### src/hdl/morton_hilbert_3d_converter_macros.svh
// Assertion helpers shared by the converter RTL.
`ifndef MORTON_HILBERT_3D_CONVERTER_MACROS_SVH
`define MORTON_HILBERT_3D_CONVERTER_MACROS_SVH

// Check a whole property, disabled while reset is asserted.
`define MH3_ASSERT(label, clk, rst_n, prop, msg) \
    label: assert property (@(posedge clk) disable iff (!rst_n) prop) else $error(msg);

// Check that cons holds in the cycle after ante.
`define MH3_ASSERT_NEXT(label, clk, rst_n, ante, cons, msg) \
    label: assert property (@(posedge clk) disable iff (!rst_n) (ante) |=> (cons)) \
        else $error(msg);

`endif

### src/hdl/mh3_pkg.sv
`default_nettype none
package mh3_pkg;

    localparam logic [3:0]  MAX_LEVELS  = 4'd10;
    localparam int          NUM_CELLS   = int'(MAX_LEVELS) - 1;

    localparam logic [31:0] LANE_MASK   = 32'h9249_2492;
    localparam logic [31:0] ROT_TABLE   = 32'h2021_2021;
    localparam logic [7:0]  SHIFT_TABLE = 8'h48;
    localparam logic [31:0] SIGN_TABLE  = 32'h5356_0300;

    typedef enum logic {
        REQ_TO_HILBERT = 1'b0,
        REQ_TO_MORTON  = 1'b1
    } mh3_dir_t;

    // Word in flight along the level chain
    typedef struct packed {
        logic [31:0] word;
        logic [2:0]  sel;
        logic [1:0]  rot;
        logic [2:0]  sgn;
        mh3_dir_t    dir;
        logic [3:0]  levels;
    } mh3_flow_t;

    // Bit offset of a 3-bit digit
    function automatic logic [4:0] digit_pos(logic [3:0] idx);
        return {idx, 1'b0} + {1'b0, idx};
    endfunction

endpackage
`default_nettype wire

### src/hdl/mh3_cell.sv
`default_nettype none
module mh3_cell (
    input  wire logic             clk,
    input  wire logic             rst_n,
    input  wire logic [3:0]       digit_idx,
    input  wire logic             in_valid,
    input  wire mh3_pkg::mh3_flow_t in_flow,
    output logic                  out_valid,
    output mh3_pkg::mh3_flow_t    out_flow
);
    import mh3_pkg::*;
    `include "morton_hilbert_3d_converter_macros.svh"

    logic        valid_reg, valid_next;
    mh3_flow_t   flow_reg, flow_next;

    logic        active;
    logic [4:0]  sel_sh;
    logic [4:0]  pos;
    logic [1:0]  m;
    logic [2:0]  rot_idx;
    logic [1:0]  rot_new;
    logic [5:0]  sgn_dup;
    logic [2:0]  sgn_new;
    logic [2:0]  src;
    logic [2:0]  dst;
    logic [31:0] dmask;

    function automatic logic [2:0] rot3(logic [2:0] d, logic [1:0] r);
        logic [5:0] dd;
        dd = {d, d};
        return 3'(dd >> r);
    endfunction

    // The cell rewrites its digit only when it lies below the top level
    assign active  = ({1'b0, in_flow.levels}) >= ({1'b0, digit_idx} + 5'd2);
    assign sel_sh  = {in_flow.sel, 2'b00};
    assign pos     = digit_pos(digit_idx);
    assign dmask   = 32'h7 << pos;
    assign m       = 2'(ROT_TABLE >> sel_sh);
    assign rot_idx = (in_flow.dir == REQ_TO_HILBERT)
                   ? (3'd7 - {1'b0, in_flow.rot} - {1'b0, m})
                   : (3'd4 - {1'b0, in_flow.rot} + {1'b0, m});
    assign rot_new = 2'(SHIFT_TABLE >> rot_idx);
    assign sgn_dup = {in_flow.sgn, in_flow.sgn};
    assign sgn_new = 3'(sgn_dup >> m) ^ 3'(SIGN_TABLE >> sel_sh);
    assign src     = 3'(in_flow.word >> pos);
    assign dst     = (in_flow.dir == REQ_TO_HILBERT)
                   ? (rot3(src, rot_new) ^ sgn_new)
                   : rot3(src ^ sgn_new, rot_new);

    always_comb
    begin
        valid_next = in_valid;
        flow_next  = in_flow;
        if (active)
        begin
            flow_next.word = in_flow.word ^ ({29'd0, src ^ dst} << pos);
            flow_next.rot  = rot_new;
            flow_next.sgn  = sgn_new;
            flow_next.sel  = (in_flow.dir == REQ_TO_HILBERT) ? dst : src;
        end
    end

    always_ff @(posedge clk or negedge rst_n)
    begin
        if (!rst_n)
        begin
            valid_reg <= 1'b0;
        end
        else
        begin
            valid_reg <= valid_next;
        end
    end

    always_ff @(posedge clk)
    begin
        flow_reg <= flow_next;
    end

    assign out_valid = valid_reg;
    assign out_flow  = flow_reg;

    `MH3_ASSERT_NEXT(a_idle_cell_passes, clk, rst_n, in_valid && !active, flow_reg == $past(in_flow), "idle cell altered the word")
    `MH3_ASSERT_NEXT(a_own_digit_only, clk, rst_n, in_valid, ((flow_reg.word ^ $past(in_flow.word)) & ~$past(dmask)) == 32'd0, "cell touched a foreign digit")

endmodule
`default_nettype wire

### src/hdl/morton_hilbert_3d_converter.sv
`default_nettype none
// Channel   | Ports                          | Handshake
// ----------+--------------------------------+------------------------------
// request   | req_type, code_in              | taken when start && !busy
// result    | code_out                       | valid for one cycle with done
// config    | level_count                    | written when level_count_we
//
// One word enters per cycle; busy stays low. The accepting edge loads the
// entry register, the word then passes each of the nine level cells of the
// chain in order, and the output register raises done with its result.
// rst_n clears the pipeline valid bits and sets level_count back to 10.
// done is a single-cycle pulse; the receiver cannot stall it.
module morton_hilbert_3d_converter (
    input  wire logic        clk,
    input  wire logic        rst_n,
    input  wire logic        start,
    output logic             busy,
    input  wire logic [0:0]  req_type,
    input  wire logic [31:0] code_in,
    output logic             done,
    output logic [31:0]      code_out,
    input  wire logic        level_count_we,
    input  wire logic [3:0]  level_count
);
    import mh3_pkg::*;
    `include "morton_hilbert_3d_converter_macros.svh"

    // Level count register, saturated on use
    logic [3:0]  level_count_reg, level_count_next;
    logic [3:0]  levels_sat;

    // Entry stage
    logic        s0_valid_reg, s0_valid_next;
    mh3_flow_t   s0_flow_reg, s0_flow_next;
    logic        accept;
    mh3_dir_t    dir_in;
    logic [31:0] pre_word;
    logic [3:0]  top_idx;

    // Exit stage
    logic        done_reg, done_next;
    logic [31:0] code_out_reg, code_out_next;

    // Chain taps: index 0 is the entry register, NUM_CELLS the last cell
    logic        chain_valid [NUM_CELLS+1];
    mh3_flow_t   chain_flow  [NUM_CELLS+1];

    // Gray step taken last on the way to Hilbert order
    function automatic logic [31:0] gray_fwd(logic [31:0] w);
        logic [31:0] t;
        t = w ^ ((w >> 1) & LANE_MASK);
        return t ^ ((t & LANE_MASK) >> 1);
    endfunction

    // Its inverse, taken first on the way back to Morton order
    function automatic logic [31:0] gray_inv(logic [31:0] w);
        logic [31:0] t;
        t = w ^ ((w & LANE_MASK) >> 1);
        return t ^ ((t >> 1) & LANE_MASK);
    endfunction

    assign busy   = 1'b0;
    assign accept = start && !busy;
    assign dir_in = mh3_dir_t'(req_type);

    // Hold the level count between writes
    always_comb
    begin
        level_count_next = level_count_reg;
        if (level_count_we)
        begin
            level_count_next = level_count;
        end
    end

    assign levels_sat = (level_count_reg > MAX_LEVELS) ? MAX_LEVELS : level_count_reg;
    assign top_idx    = (levels_sat == 4'd0) ? 4'd0 : (levels_sat - 4'd1);
    assign pre_word   = (dir_in == REQ_TO_MORTON) ? gray_inv(code_in) : code_in;

    // Load the entry register: pre-step the word, seed the selector
    // from the top digit, and clear the rotation and sign state
    always_comb
    begin
        s0_valid_next       = accept;
        s0_flow_next.word   = pre_word;
        s0_flow_next.sel    = 3'(pre_word >> digit_pos(top_idx));
        s0_flow_next.rot    = 2'd0;
        s0_flow_next.sgn    = 3'd0;
        s0_flow_next.dir    = dir_in;
        s0_flow_next.levels = levels_sat;
    end

    assign chain_valid[0] = s0_valid_reg;
    assign chain_flow[0]  = s0_flow_reg;

    // Cell k rewrites digit NUM_CELLS-1-k, walking from the top level down
    for (genvar k = 0; k < NUM_CELLS; k++)
    begin : g_cell
        mh3_cell u_cell (
            .clk       (clk),
            .rst_n     (rst_n),
            .digit_idx (4'(NUM_CELLS - 1 - k)),
            .in_valid  (chain_valid[k]),
            .in_flow   (chain_flow[k]),
            .out_valid (chain_valid[k+1]),
            .out_flow  (chain_flow[k+1])
        );
    end

    // Finish the Hilbert direction with the Gray step, pass Morton as is
    always_comb
    begin
        done_next     = chain_valid[NUM_CELLS];
        code_out_next = (chain_flow[NUM_CELLS].dir == REQ_TO_HILBERT)
                      ? gray_fwd(chain_flow[NUM_CELLS].word)
                      : chain_flow[NUM_CELLS].word;
    end

    always_ff @(posedge clk or negedge rst_n)
    begin
        if (!rst_n)
        begin
            level_count_reg <= MAX_LEVELS;
            s0_valid_reg    <= 1'b0;
            done_reg        <= 1'b0;
        end
        else
        begin
            level_count_reg <= level_count_next;
            s0_valid_reg    <= s0_valid_next;
            done_reg        <= done_next;
        end
    end

    // Payload registers advance every cycle
    always_ff @(posedge clk)
    begin
        s0_flow_reg  <= s0_flow_next;
        code_out_reg <= code_out_next;
    end

    assign done     = done_reg;
    assign code_out = code_out_reg;

    `MH3_ASSERT(a_word_returns, clk, rst_n, accept |-> ##11 done,
        "accepted word produced no result")
    `MH3_ASSERT(a_levels_saturated, clk, rst_n,
        s0_valid_reg |-> (s0_flow_reg.levels <= MAX_LEVELS), "level count not saturated")
    `MH3_ASSERT_NEXT(a_no_stray_done, clk, rst_n, !chain_valid[NUM_CELLS], !done,
        "result without a word in the chain")

endmodule
`default_nettype wire

### config.mk
export PLATFORM = sky130hd
export DESIGN_NAME = morton_hilbert_3d_converter
export DESIGN_NICKNAME = d
export VERILOG_FILES = /design/src/hdl/mh3_pkg.sv /design/src/hdl/mh3_cell.sv /design/src/hdl/morton_hilbert_3d_converter.sv
export VERILOG_INCLUDE_DIRS = /design/src /design/src/hdl
export SDC_FILE = /design/constraint.sdc
export NUM_CORES = 1
export LEC_CHECK = 0
export ABC_AREA = 0
export BUFFER_PORTS_ARGS = -buffer_cell sky130_fd_sc_hd__buf_2
export CAP_MARGIN = 15
export CORE_ASPECT_RATIO = 0.75
export CORE_MARGIN = 2
export CORE_UTILIZATION = 40
export CTS_BUF_LIST = sky130_fd_sc_hd__clkbuf_4 sky130_fd_sc_hd__clkbuf_8
export CTS_CLUSTER_SIZE = 16
export DETAILED_ROUTE_END_ITERATION = 10
export GPL_TIMING_DRIVEN = 0
export SETUP_SLACK_MARGIN = 0.3
export SLEW_MARGIN = 25
export SYNTH_ARGS = -nofsm -noshare
export SYNTH_HDL_FRONTEND = slang
export SYNTH_SLANG_ARGS = --single-unit
### constraint.sdc
create_clock -name clk -period 4.5 [get_ports clk]
set_input_delay 0 -clock clk [delete_from_list [all_inputs] [get_ports clk]]
set_output_delay 0 -clock clk [all_outputs]
set_load 0.05 [all_outputs]
# Yosys cells after proc, flatten, opt, wreduce, memory -nomap -nowiden
# Index checks and enable logic that the tools add are counted.
totals:
  register_bits: 480
op_classes:
  n_addsub: 36
  magnitude_cmp: 10
  shifts: 55
  n_mux: 40
  bitwise: 49
  n_reduce_logical: 1
ops:
  columns: ["op", "count"]
  rows:
  - ["$mux W40", 9]
  - ["$shr A31 B5 Y3 const A", 9]
  - ["$shr A30 B5 Y2 const A", 9]
  - ["$shr A6 B2 Y3", 26]
  - ["$xor A3 B3 Y3", 36]
  - ["$mux W3", 27]
  - ["$mux W32", 2]
  - ["$xor A32 B29 Y32", 2]
  - ["$xor A32 B31 Y32", 2]
  - ["$shr A7 B3 Y2 const A", 9]
  - ["$sub A3 B2 Y3 const A", 17]
  - ["$shr A32 B5 Y3", 1]
  - ["$xor A32 B12 Y32", 1]
  - ["$xor A32 B15 Y32", 1]
  - ["$xor A32 B18 Y32", 1]
  - ["$xor A32 B21 Y32", 1]
  - ["$xor A32 B24 Y32", 1]
  - ["$xor A32 B27 Y32", 1]
  - ["$xor A32 B3 Y32", 1]
  - ["$xor A32 B6 Y32", 1]
  - ["$xor A32 B9 Y32", 1]
  - ["$add A3 B2 Y3", 8]
  - ["$sub A3 B2 Y3", 8]
  - ["$ge A4 B3 Y1 const B", 4]
  - ["other kinds (9)", 13]

# Logic depth before layout (Yosys ltp)
depth:
  word_depth: 10
  ltp_mapped: 16

# Modules after synthesis
# Synthesis repeated with hierarchy kept, for this count alone.
unflattened:
  hier_cells: 4212
  hier_area_um2: 36822.8
modules_own_cells:
  columns: ["module", "n_inst", "cells_each", "area_per_inst_um2"]
  rows:
  - ["mh3_cell at g_cell[0].u_cell ...", 4, 418, 3554.7]
  - ["mh3_cell at g_cell[6].u_cell ...", 3, 411, 3656.0]
  - ["mh3_cell at g_cell[4].u_cell", 1, 516, 4141.5]
  - ["mh3_cell at g_cell[5].u_cell", 1, 467, 4095.2]
  - ["morton_hilbert_3d_converter", 1, 324, 3399.5]

# Least setup slack after synthesis
# No wires, ideal clock.
synth_timing:
  kind: "flip-flop to flip-flop"
  start: "reg level_count_reg[3]"
  end: "reg s0_flow_reg (netlist bit chain_flow[415])"
  setup_ps: 121
  arrival_ps: 3756
  t_required_ps: 4379
  setup_slack_ps: 623
  path_stages_with_launch: 17
  n_path_buf: 5
  cell_sequence: "dfstp_2 buf_2 a21oi_1 buf_1 ha_1 nand2b_4 a21oi_1 nor2_2 buf_2 nand2_1 fa_1 clkbuf_1 clkbuf_1 mux4_2 mux2i_1 mux2i_1 mux2_2"
synth_rtl:
  columns: ["element", "line_no", "rtl"]
  rows:
  - ["start, declared", "morton_hilbert_3d_converter.sv:29", "logic [3:0] level_count_reg, level_count_next;"]
  - ["start signal, assigned", "morton_hilbert_3d_converter.sv:129", "level_count_reg <= level_count_next;"]
  - ["end signal, assigned", "morton_hilbert_3d_converter.sv:138", "s0_flow_reg <= s0_flow_next;"]
  - ["end, declared", "morton_hilbert_3d_converter.sv:34", "mh3_flow_t s0_flow_reg, s0_flow_next;"]

==> qor.txt <==
Hold_ws - 0.09593 ns
Syn Inst Count - 1551
WL met1 - 17620 um
Synth top area cells - dfxtp_1 55%, xnor2_1 4.5%, nor2_1 2.9%
Netlist cell types - 82
Critical path's top delay family - buffers and inverters
Share of the synthesized area in the top cell type - 55.45%
Initial antenna violation count - 1
Final RePlAce weighted congestion - 0.8723
Number of port buffers - 73
Post-synth EDFFs - 0
Die Ht - 181.2 um
Worst r2r path cells - 16
HP Start - code_in[8]
Post-synthesis sequential area ratio - 57.70%
Root Buffer - clkbuf_8
GRT overflow - 0
Avg WL per Cell - 14.29 um
Top sig layer - met4
Initial Utilization - 40.78%
Layout cell share with drive strength beyond 1 - 15.01%
Rel. slew slack - 27.24%
Vias in the first global route - 10.93k
Most frequent cell after synthesis - dfxtp_1
Register area - 0.009667 mm^2
# setup viols final - 0
Final min period - 4.017 ns
Drt drc - 0
Unrepaired setup endpoints after global routing - no
Met3 wire length - 2004 um
Fillers - 3762
CP arrival - 4.51 ns
Max Fclk - 248.9 MHz
Mapped Area - 0.01675 mm^2
TritonCTS clock tree - built
# rows - 64
Worst hold path endpoint - chain_flow[426]
Worst-path clk slew - 0.07 ns
Met2 Wirelength - 13470 um
Ant. Diodes - 0
Main synth FF type - dfxtp_1
Post-route insts no fill - 2366
Global-route wire length before repair - 55140 um
Tot Pwr - 0.01674 W
Mapped Nets - 1629
Pre-antenna DRT Iters - 5
Ys Warns - 0
Worst path cell trace - buf_2 > a21oi_1 > buf_2 > ha_1 > nand2b_4 > a21oi_1 > nor2_4 > buf_4 > nand2_1 > fa_1 > clkbuf_4 > buf_4 > mux4_2 > mux2i_1 > mux2i_1 > mux2_2
Die W - 240.3 um
Htree depth - 3
Synth Area per Inst - 10.80 um^2
Post-synth top cells - 464 x dfxtp_1, 130 x nor2_1, 117 x nand2_1
Final hold viol count - 0
Type of destination of the critical path - register
Area Growth Syn to Fin - 19.05%
Hold Path Depth - 2
Core Region - 0.04108 mm^2
Clk buf depth - 3
Tcrit/Tclk final - 89.27%
Worst path max stage delay - 0.55 ns
Synth Register Bits - 479
Critical path type - reg -> reg
Worst flop-to-flop path startpoint - level_count_reg[3]
DR vias/cell - 4.834
Reg2reg setup slack - 0.48 ns
Nets - 1834
Power per cell area - 839.6 mW/mm^2
Ports - 75
RR Endpoint - chain_flow[415]
Final Max Tran Viols - 0
HPWL Detailed - 23870 um
Clock Latency Late Sink - 0.62 ns
Num Clock Sinks - 479
Largest register FFs - 392
Min-delay worst type - in -> reg
CP max FO - 11
Maxcap violations - 0
Die Area - 0.04355 mm^2
Yosys top cell by area - dfxtp_1
Tot GR Track Use - 15.72%
Critical path launch point type - register
Worst ir drop on vdd - 0.0003250 V
Initial DRC count - 737
Multi-input logic area - 0.006600 mm^2
WL final - 33820 um
Design area - 0.01994 mm^2
Worst path bufs/invs - 5
Pin slew with the least headroom to its limit - 1.082 ns
Slowest CP cell - dfstp_2
Vias - 11.44k
Post-synth ARST share - 3.132%
Final Skew - 0.02280 ns
Number of nets still failing antenna checks after routing - 0
Total CTS buffers - 73
Outcome - finished, final reports clean
Post-Place Cells - 2185
Largest net degree at the start of global routing - 14
CP required - 4.99 ns
Cell Area, Placed - 0.01782 mm^2
Leakage - 8.255 nW
Final core occ - 48.55%
timing repair:
| action | in CTS | in global routing |
|---|---|---|
| resized for setup | 6 | 7 |
| gates cloned | 0 | 0 |
| hold buffers | 56 | 0 |
| pin swaps | 1 | 0 |
| endpoints found under the hold margin | 54 | 0 |
| setup buffers | 1 | 0 |
| setup endpoints to repair | 3 | 3 |
per-stage QoR:
| step | setup WS, ns | TNS, ns |
|---|---|---|
| 2_1_floorplan | 0.6233 | 0 |
| 3_3_place_gp | -0.5375 | -1.164 |
| 3_5_place_dp | -0.4683 | -0.9263 |
| 4_1_cts | 0.4408 | 0 |
| 5_1_grt | 0.3110 | 0 |
| 6_report | 0.4829 | 0 |
power by group:
group	switching [W]	leakage, nW	internal (W)
registers	0.000650	4.08	0.00550
logic	0.00406	3.38	0.00288
clock network	0.00160	0.792	0.00205
total	0.00632	8.26	0.0104
worst max-delay path by stage:
stage | depth (start not counted) | slack (ns) | start | endpoint
2_1_floorplan | 16 | 0.62 | level_count_reg[3] | chain_flow[415]
3_3_place_gp | 16 | -0.54 | level_count_reg[3] | chain_flow[415]
3_5_place_dp | 16 | -0.47 | level_count_reg[3] | chain_flow[415]
4_1_cts | 16 | 0.44 | level_count_reg[3] | chain_flow[415]
5_1_grt | 16 | 0.31 | level_count_reg[3] | chain_flow[415]
6_report | 16 | 0.48 | level_count_reg[3] | chain_flow[415]
area by class of cell:
cell class,instances,area share (%)
Inverter,57,1.073
Tap cell,561,3.520
Multi-Input combinational cell,950,33.09
Buffer,65,1.525
Clock inverter,25,1.148
Timing Repair Buffer,130,4.680
Clock buffer,99,6.487
Sequential cell,479,48.47
cell families (layout without fill, tap and decap cells):
group | count (synthesis) | after routing | share of synthesized area, %
xor+xnor | 126 | 126 | 6.588
mux | 71 | 71 | 5.295
buf+inv | 122 | 376 | 3.017
flops | 479 | 479 | 57.70
other cells | 1 | 1 | 0.02238
fa+ha+maj | 37 | 37 | 3.525
simple gates | 416 | 416 | 11.73
compound gates | 299 | 299 | 12.11
metal layers:
| metal | vias to the layer above | global-route usage (%) |
|---|---|---|
| met4 | 0 | 5.391 |
| met3 | 64 | 3.820 |
| met2 | 322 | 21.72 |
| met1 | 5308 | 23.62 |
| met5 | - | 0 |
| li1 | 5743 | - |
cells in the final DEF, fill, tap and decap left out, types with 36 or more instances in the layout:
master / Yosys / layout
dfxtp_1: 464 / 464
nor2_1: 130 / 130
nand2_1: 117 / 117
clkbuf_8: 0 / 88
buf_2: 13 / 86
xnor2_1: 86 / 85
o21ai_0: 73 / 73
inv_1: 57 / 57
a21oi_1: 56 / 56
dlygate4sd3_1: 0 / 56
clkbuf_1: 47 / 44
mux2i_1: 41 / 41
xor2_1: 40 / 39
nor3_1: 37 / 37
nand2b_1: 36 / 36
No activity file was read; power rests on OpenSTA's default activity.
